[src/sv/dbv_pkg.sv]
// ----------------------------------------------------------------------------
// dbv_pkg
// Shared types and constants for the database image length validator.
// ----------------------------------------------------------------------------
package dbv_pkg;

    localparam int HDR_BYTES    = 12;
    localparam int CNT_BYTES    = 4;
    localparam int NUM_SECTIONS = 3;
    localparam int SKIP_W       = 47;
    localparam int ADDR_W       = 5;

    // Register indexes, taken from paddr[4:2]
    localparam logic [2:0] REG_MAGIC    = 3'd0;
    localparam logic [2:0] REG_VERSION  = 3'd1;
    localparam logic [2:0] REG_NODE     = 3'd2;
    localparam logic [2:0] REG_MESSAGE  = 3'd3;
    localparam logic [2:0] REG_WAYPOINT = 3'd4;

    typedef struct packed {
        logic [31:0] magic_word;
        logic [15:0] format_version;
        logic [15:0] node_record_size;
        logic [15:0] message_record_size;
        logic [15:0] waypoint_record_size;
    } t_cfg;

    typedef enum logic [3:0] {
        PH_HEADER = 4'b0001,
        PH_COUNT  = 4'b0010,
        PH_SKIP   = 4'b0100,
        PH_DONE   = 4'b1000
    } t_phase;

endpackage

[src/sv/dbv_regs.sv]
// ----------------------------------------------------------------------------
// dbv_regs
// Configuration register file behind an APB-style port.
// ----------------------------------------------------------------------------
module dbv_regs
    import dbv_pkg::*;
(
    input  logic              i_clk,
    input  logic              i_rst_n,
    input  logic              psel,
    input  logic              penable,
    input  logic              pwrite,
    input  logic [ADDR_W-1:0] paddr,
    input  logic [31:0]       pwdata,
    output logic [31:0]       prdata,
    output logic              pready,
    output t_cfg              o_cfg
);

    t_cfg       r_cfg;
    logic       w_wr;
    logic [2:0] w_idx;

    assign pready = 1'b1;
    assign w_wr   = psel && penable && pwrite && pready;
    assign w_idx  = paddr[ADDR_W-1:2];
    assign o_cfg  = r_cfg;

    always_ff @(posedge i_clk) begin
        if (!i_rst_n) begin
            r_cfg <= '0;
        end else if (w_wr) begin
            case (w_idx)
                REG_MAGIC:    r_cfg.magic_word           <= pwdata;
                REG_VERSION:  r_cfg.format_version       <= pwdata[15:0];
                REG_NODE:     r_cfg.node_record_size     <= pwdata[15:0];
                REG_MESSAGE:  r_cfg.message_record_size  <= pwdata[15:0];
                REG_WAYPOINT: r_cfg.waypoint_record_size <= pwdata[15:0];
                default: ; // drop writes outside the map
            endcase
        end
    end

    always_comb begin
        case (w_idx)
            REG_MAGIC:    prdata = r_cfg.magic_word;
            REG_VERSION:  prdata = {16'h0000, r_cfg.format_version};
            REG_NODE:     prdata = {16'h0000, r_cfg.node_record_size};
            REG_MESSAGE:  prdata = {16'h0000, r_cfg.message_record_size};
            REG_WAYPOINT: prdata = {16'h0000, r_cfg.waypoint_record_size};
            default:      prdata = 32'h0000_0000;
        endcase
    end

endmodule

[src/sv/dbv_parser.sv]
// ----------------------------------------------------------------------------
// dbv_parser
// Per-byte image parser: header compare, section counts and record skipping.
// ----------------------------------------------------------------------------
module dbv_parser
    import dbv_pkg::*;
(
    input  logic       i_clk,
    input  logic       i_rst_n,
    input  logic       i_go,
    input  logic [7:0] i_byte,
    input  logic       i_last,
    input  t_cfg       i_cfg,
    output logic       o_complete
);

    t_phase            r_phase, n_phase;
    logic [3:0]        r_pos, n_pos;
    logic [31:0]       r_acc, n_acc;
    logic [SKIP_W-1:0] r_skip, n_skip;
    logic [1:0]        r_sec, n_sec;
    logic              r_failed, n_failed;

    logic              w_end_sec;
    logic [7:0]        w_exp;
    logic [31:0]       w_acc;
    logic [15:0]       w_size;
    logic [SKIP_W-1:0] w_prod;

    always_comb begin
        unique case (r_pos)
            4'd0:    w_exp = i_cfg.magic_word[7:0];
            4'd1:    w_exp = i_cfg.magic_word[15:8];
            4'd2:    w_exp = i_cfg.magic_word[23:16];
            4'd3:    w_exp = i_cfg.magic_word[31:24];
            4'd4:    w_exp = i_cfg.format_version[7:0];
            4'd5:    w_exp = i_cfg.format_version[15:8];
            4'd6:    w_exp = i_cfg.node_record_size[7:0];
            4'd7:    w_exp = i_cfg.node_record_size[15:8];
            4'd8:    w_exp = i_cfg.message_record_size[7:0];
            4'd9:    w_exp = i_cfg.message_record_size[15:8];
            4'd10:   w_exp = i_cfg.waypoint_record_size[7:0];
            4'd11:   w_exp = i_cfg.waypoint_record_size[15:8];
            default: w_exp = 8'h00;
        endcase
    end

    always_comb begin
        unique case (r_sec)
            2'd0:    w_size = i_cfg.node_record_size;
            2'd1:    w_size = i_cfg.message_record_size;
            default: w_size = i_cfg.waypoint_record_size;
        endcase
    end

    // Little-endian count assembly; the multiply only sees a non-negative count
    assign w_acc  = r_acc | (32'(i_byte) << {r_pos[1:0], 3'b000});
    assign w_prod = w_acc[30:0] * w_size;

    always_comb begin
        n_phase   = r_phase;
        n_pos     = r_pos;
        n_acc     = r_acc;
        n_skip    = r_skip;
        n_sec     = r_sec;
        n_failed  = r_failed;
        w_end_sec = 1'b0;
        if (!r_failed) begin
            unique case (r_phase)
                PH_HEADER: begin
                    if (i_byte != w_exp) n_failed = 1'b1;
                    n_pos = r_pos + 4'd1;
                    if (r_pos == 4'(HDR_BYTES - 1)) begin
                        n_pos   = 4'd0;
                        n_acc   = 32'd0;
                        n_sec   = 2'd0;
                        n_phase = PH_COUNT;
                    end
                end
                PH_COUNT: begin
                    n_acc = w_acc;
                    n_pos = r_pos + 4'd1;
                    if (r_pos == 4'(CNT_BYTES - 1)) begin
                        if (w_acc[31]) begin
                            n_failed = 1'b1;
                        end else begin
                            n_skip = w_prod;
                            // zero product known from the operands
                            if (w_acc == 32'd0 || w_size == 16'd0) w_end_sec = 1'b1;
                            else n_phase = PH_SKIP;
                        end
                    end
                end
                PH_SKIP: begin
                    n_skip = r_skip - SKIP_W'(1);
                    if (r_skip[SKIP_W-1:1] == '0) w_end_sec = 1'b1;
                end
                PH_DONE: begin
                    n_failed = 1'b1; // trailing byte
                end
                default: begin
                    n_failed = 1'b1;
                end
            endcase
        end
        if (w_end_sec) begin
            n_sec   = r_sec + 2'd1;
            n_pos   = 4'd0;
            n_acc   = 32'd0;
            n_phase = (n_sec == 2'(NUM_SECTIONS)) ? PH_DONE : PH_COUNT;
        end
    end

    assign o_complete = !n_failed && (n_phase == PH_DONE);

    always_ff @(posedge i_clk) begin
        if (!i_rst_n || (i_go && i_last)) begin
            r_phase  <= PH_HEADER;
            r_pos    <= 4'd0;
            r_acc    <= 32'd0;
            r_skip   <= '0;
            r_sec    <= 2'd0;
            r_failed <= 1'b0;
        end else if (i_go) begin
            r_phase  <= n_phase;
            r_pos    <= n_pos;
            r_acc    <= n_acc;
            r_skip   <= n_skip;
            r_sec    <= n_sec;
            r_failed <= n_failed;
        end
    end

endmodule

[src/sv/db_image_length_validator.sv]
// ----------------------------------------------------------------------------
// db_image_length_validator
// Streams a database image byte by byte and flags whether it is well formed.
// ----------------------------------------------------------------------------
// Throughput: one byte per cycle, sustained; a last byte waits in the input
//   register only while the result register is full and stalled.
// Result: the pass/fail result shows on o_out_valid from the result register
//   after the last byte leaves the input register, later while it is stalled.
// Reset: i_rst_n, synchronous, clears the parser, the valid bits of both
//   pipeline registers and all configuration registers; no clearing pass.
// ----------------------------------------------------------------------------
module db_image_length_validator
    import dbv_pkg::*;
(
    input  logic              i_clk,
    input  logic              i_rst_n,
    // byte request channel
    input  logic              i_in_valid,
    output logic              o_in_stall,
    input  logic [7:0]        i_image_byte,
    input  logic              i_is_last,
    // result channel
    output logic              o_out_valid,
    input  logic              i_out_stall,
    output logic              o_image_complete,
    // configuration port
    input  logic              psel,
    input  logic              penable,
    input  logic              pwrite,
    input  logic [ADDR_W-1:0] paddr,
    input  logic [31:0]       pwdata,
    output logic [31:0]       prdata,
    output logic              pready
);

    t_cfg       w_cfg;

    // Input register: holds one accepted byte request
    logic       r_in_vld;
    logic [7:0] r_in_byte;
    logic       r_in_last;

    // Result register
    logic       r_out_vld;
    logic       r_out_ok;

    logic       w_go;
    logic       w_complete;
    logic       w_take;

    dbv_regs u_regs (
        .i_clk   (i_clk),
        .i_rst_n (i_rst_n),
        .psel    (psel),
        .penable (penable),
        .pwrite  (pwrite),
        .paddr   (paddr),
        .pwdata  (pwdata),
        .prdata  (prdata),
        .pready  (pready),
        .o_cfg   (w_cfg)
    );

    // Advance the held byte unless it is a last byte whose result would land on
    // a full result register that is still stalled. Non-last bytes never wait.
    assign w_take = r_out_vld && !i_out_stall;
    assign w_go   = r_in_vld && (!r_in_last || !r_out_vld || !i_out_stall);

    // Stall only while the held request cannot move on
    assign o_in_stall = r_in_vld && !w_go;

    dbv_parser u_parser (
        .i_clk      (i_clk),
        .i_rst_n    (i_rst_n),
        .i_go       (w_go),
        .i_byte     (r_in_byte),
        .i_last     (r_in_last),
        .i_cfg      (w_cfg),
        .o_complete (w_complete)
    );

    always_ff @(posedge i_clk) begin
        if (!i_rst_n) begin
            r_in_vld <= 1'b0;
        end else if (!o_in_stall) begin
            r_in_vld <= i_in_valid;
        end
    end

    // Payload capture needs no reset
    always_ff @(posedge i_clk) begin
        if (!o_in_stall && i_in_valid) begin
            r_in_byte <= i_image_byte;
            r_in_last <= i_is_last;
        end
    end

    always_ff @(posedge i_clk) begin
        if (!i_rst_n) begin
            r_out_vld <= 1'b0;
        end else if (w_go && r_in_last) begin
            r_out_vld <= 1'b1;
        end else if (w_take) begin
            r_out_vld <= 1'b0;
        end
    end

    always_ff @(posedge i_clk) begin
        if (w_go && r_in_last) begin
            r_out_ok <= w_complete;
        end
    end

    assign o_out_valid      = r_out_vld;
    assign o_image_complete = r_out_ok;

    // A new result only appears after a last byte moved through the parser
    a_result_source: assert property (@(posedge i_clk) disable iff (!i_rst_n)
        $rose(o_out_valid) |-> $past(w_go && r_in_last))
        else $error("result appeared without a last byte");

    // The input side only stalls for a last byte facing a blocked result
    a_stall_cause: assert property (@(posedge i_clk) disable iff (!i_rst_n)
        o_in_stall |-> (r_in_last && o_out_valid && i_out_stall))
        else $error("input stalled without a blocked result");

    // Reset empties the result register
    a_reset_clear: assert property (@(posedge i_clk)
        !i_rst_n |=> !o_out_valid)
        else $error("result valid after reset");

endmodule
[config.mk]
export PLATFORM = sky130hd
export DESIGN_NAME = db_image_length_validator
export DESIGN_NICKNAME = d
export VERILOG_FILES = /design/src/sv/dbv_pkg.sv /design/src/sv/dbv_regs.sv /design/src/sv/dbv_parser.sv /design/src/sv/db_image_length_validator.sv
export SDC_FILE = /design/constraint.sdc
export NUM_CORES = 2
export LEC_CHECK = 0
export BUFFER_PORTS_ARGS = -buffer_cell sky130_fd_sc_hd__buf_2
export CELL_PAD_IN_SITES_DETAIL_PLACEMENT = 0
export CELL_PAD_IN_SITES_GLOBAL_PLACEMENT = 2
export CORE_MARGIN = 10
export CORE_UTILIZATION = 43
export CTS_CLUSTER_DIAMETER = 120
export DETAILED_ROUTE_END_ITERATION = 12
export PLACE_DENSITY_LB_ADDON = 0.1
export RECOVER_POWER = 50
export SYNTH_ARGS = -nofsm -noshare
export SYNTH_HDL_FRONTEND = slang
export SYNTH_SLANG_ARGS = --single-unit
[constraint.sdc]
create_clock -name i_clk -period 15.37 [get_ports i_clk]
set_input_delay 0.7685 -clock i_clk [delete_from_list [all_inputs] [get_ports i_clk]]
set_output_delay 0.7685 -clock i_clk [all_outputs]
set_load 0.02 [all_outputs]
==> impl_metrics.env <==
export IMPL_status="finished with violations"
export IMPL_violations="capacitance limit, slew limit"
export IMPL_max_clock_path_buffers=2
export IMPL_hold_viol=0
export IMPL_cts_hold_fix_buffers=0
export IMPL_postSynthAreaPerCell_um2=8.03
export IMPL_dpl_instance_area_mm2=0.0272
export IMPL_layout_nets=3798
export IMPL_antenna_found_initial=0
export IMPL_first_global_vias=23500
export IMPL_fp_row_count=90
export IMPL_grtUsageTotal_pct=27.1
export IMPL_die_w_um=266
export IMPL_synth_mux_area_share_pct=0.693
export IMPL_vias_per_cell=5.71
export IMPL_tightest_slew_ns=3.87
export IMPL_cp_required_ns=15.64
export IMPL_syn2layout_area_growth_pct=6.93
export IMPL_cts_tree="built"
export IMPL_drt_met1_wl_um=42100
export IMPL_routed_wirelength_um=94200
export IMPL_wl_per_cell_um=23.5
export IMPL_dr_total_vias=22900
export IMPL_synthXorXnorAreaFrac_pct=1.48
export IMPL_grt_overflow=0
export IMPL_async_reset_ff_share_pct=0
export IMPL_design_area_mm2=0.0278
export IMPL_clock_skew_ns=0.0248
export IMPL_peakVddDrop_v=0.0000800
export IMPL_dr_first_iter_drc_count=2325
export IMPL_tns_ns=0
export IMPL_cp_end_kind="flop"
export IMPL_p_leak_uw=0.0122
export IMPL_mostFrequentLayoutCells="632 x nand2_1, 445 x inv_1, 404 x fa_1, 289 x nor2_1, 188 x dfxtp_1"
export IMPL_final_min_clock_period_ns=8.82
export IMPL_drtAntennaViolNets=0
export IMPL_synth_seq_cells=198
export IMPL_antennaDiodeCount=0
export IMPL_synth_ff_type="dfxtp_1"
export IMPL_cp_max_fo=31
export IMPL_worstSetupStartpointType="flop"
export IMPL_hold_path_class="in2reg"
export IMPL_synthSimpleGateAreaFrac_pct=18.5
export IMPL_cts_resized_gates=0
export IMPL_crit_arrival_ns=9.09
export IMPL_place_gp_congestion=0.899
export IMPL_synth_top_area_share_pct=31.1
export IMPL_dieArea_mm2=0.0707
export IMPL_netlist_area_mm2=0.0260
export IMPL_slew_viol_final=190
export IMPL_post_cts_buffers=0
export IMPL_drive_above_1_share_pct=6.07
export IMPL_synth_top_family_by_area="adder cells"
export IMPL_numCtsBuffers=17
export IMPL_portBuffers=85
export IMPL_wl_met3_um=6310
export IMPL_finalCritPeriodShare_pct=57.4
export IMPL_grt_max_degree=102
export IMPL_critPathKind="reg2reg"
export IMPL_setup_viol=0
export IMPL_cts_root_buf="clkbuf_16"
export IMPL_met2_length_um=43100
export IMPL_yosys_cell_types_count=79
export IMPL_dpl_hpwl_um=72300
export IMPL_yosysSeqAreaShare_pct=15.6
export IMPL_grt_first_pass_wirelength_um=147000
export IMPL_coreArea_mm2=0.0601
export IMPL_final_common_cell="nand2_1"
export IMPL_rsz0062_at_grt="false"
export IMPL_clkSlewWorstSetupHoldPaths_ns=0.08
export IMPL_top_layer_used="met4"
export IMPL_drc_errors=0
export IMPL_max_cap_viol_count=4
export IMPL_detail_route_first_pass_iterations=8
export IMPL_maxSlewHeadroom_pct=-158
export IMPL_die_y_um=266
export IMPL_start_util_pct=43.2
export IMPL_ios=89
export IMPL_power_density_mw_per_mm2=40.8
export IMPL_synth_adder_area_share_pct=37.2
export IMPL_synth_edf_count=10
export IMPL_synth_compound_area_share_pct=17.2
export IMPL_syn_num_nets=3820
export IMPL_ys_top_cells_by_area="fa_1 31%, dfxtp_1 14%, nand2_1 9.1%"
export IMPL_clock_sinks=198
export IMPL_ys_warn_count=0
export IMPL_yosysTopAreaCell="fa_1"
export IMPL_htreeDepth=4
export IMPL_syn_inst=3236
export IMPL_timing_fmax_mhz=113
export IMPL_clock_latency_ns=0.52
==> area by class of cell <==
type | count | area [um2]
clock inverter | 15 | 190
clock buffer | 17 | 425
fill | 6172 | 32300
multi-input combinational | 2401 | 19600
sequential | 198 | 4060
timing repair buffer | 151 | 885
inverter | 445 | 1670
tap | 782 | 978
==> cells by family after synthesis <==
kind of cell	Yosys count
adder cells (fa/ha/maj)	531
flip-flops	198
XOR/XNOR	44
AND/OR/NAND/NOR	1132
AO/OA/AOI/OAI	675
multiplexers	18
buffers and inverters	637
other	1
==> state kept, by name, indices dropped and copies added (netlist names) <==
register,cells
o_image_complete,1
o_out_valid,1
r_in_byte,8
r_in_last,1
r_in_vld,1
u_parser.r_acc,32
u_parser.r_failed,1
u_parser.r_phase,4
u_parser.r_pos,4
u_parser.r_sec,2
u_parser.r_skip,47
u_regs.o_cfg,96
==> Yosys cell counts, types with 7 or more instances <==
| cell type | number |
|---|---|
| a211oi_1 | 14 |
| a21boi_0 | 102 |
| a21o_1 | 63 |
| a21oi_1 | 161 |
| a221o_1 | 19 |
| a221oi_1 | 16 |
| a222oi_1 | 7 |
| a22o_1 | 24 |
| a22oi_1 | 21 |
| a31oi_1 | 19 |
| and2_1 | 23 |
| and3_1 | 9 |
| clkbuf_1 | 182 |
| dfxtp_1 | 188 |
| edfxtp_1 | 10 |
| fa_1 | 404 |
| ha_1 | 127 |
| inv_1 | 445 |
| mux2i_1 | 18 |
| nand2_1 | 632 |
| nand2b_1 | 12 |
| nand3_1 | 28 |
| nand4_1 | 16 |
| nor2_1 | 291 |
| nor3_1 | 35 |
| nor4_1 | 30 |
| o211ai_1 | 7 |
| o21a_1 | 14 |
| o21ai_0 | 136 |
| o22ai_1 | 11 |
| or3_1 | 10 |
| xnor2_1 | 25 |
| xor2_1 | 19 |
==> per-layer routing <==
layer,up-vias,track usage [%]
li1,10400,-
met1,11500,37.4
met2,810,43.2
met3,139,4.08
met4,0,8.49
met5,-,0
==> critical path, stage by stage, from the launching register on <==
cell and delay, ns:
dfxtp_1 0.38, ha_1 0.78, nor2_2 0.07, buf_4 0.27, a21oi_2 0.42, buf_4 0.45
nor2_1 0.13, fa_1 0.56, inv_1 0.06, fa_1 0.49, fa_1 0.54, inv_1 0.06
fa_1 0.50, fa_1 0.51, inv_1 0.07, fa_1 0.52, inv_1 0.06, ha_1 0.38
nand2_1 0.07, o21ai_0 0.57, nand2b_1 0.16, a31oi_1 0.44, a31oi_1 0.22, o21a_1 0.23
o21ai_0 0.31, and2_1 0.18, o32ai_1 0.08
==> power by group <==
| group | total, uW | switching, uW | leakage, uW | internal (uW) |
|---|---|---|---|---|
| logic | 118 | 83.8 | 0.0103 | 34.3 |
| clock network | 485 | 262 | 0.000300 | 223 |
| registers | 531 | 9.91 | 0.00161 | 521 |
| total | 1130 | 356 | 0.0122 | 779 |
==> path summary, 6_finish.rpt <==
kind,depth (start not counted),slack (ns),to,from
max reg2reg,26,6.55,u_parser.r_skip[34]$_SDFFE_PP0P_,u_parser.r_sec[0]$_SDFFE_PP0P_
min,1,0.44,r_in_last$_DFFE_PP_,i_is_last
max,26,6.55,u_parser.r_skip[34]$_SDFFE_PP0P_,u_parser.r_sec[0]$_SDFFE_PP0P_
min reg2reg,2,0.48,u_parser.r_acc[18]$_SDFFE_PP0P_,u_parser.r_acc[18]$_SDFFE_PP0P_
==> metrics by stage <==
step	util [%]	setup slack, ns	hold WS [ns]	power, uW	std cells
4_1_cts	46.3	6.64	0.416	1140	4009
3_5_place_dp	45.3	6.70	0.471	657	3977
5_1_grt	46.2	6.13	0.428	1170	4009
3_3_place_gp	45.3	6.75	0.458	656	3977
6_report	46.2	6.55	0.442	1130	4009
2_1_floorplan	-	7.83	0.446	601	3236
Power figures use the tool's default switching activity.
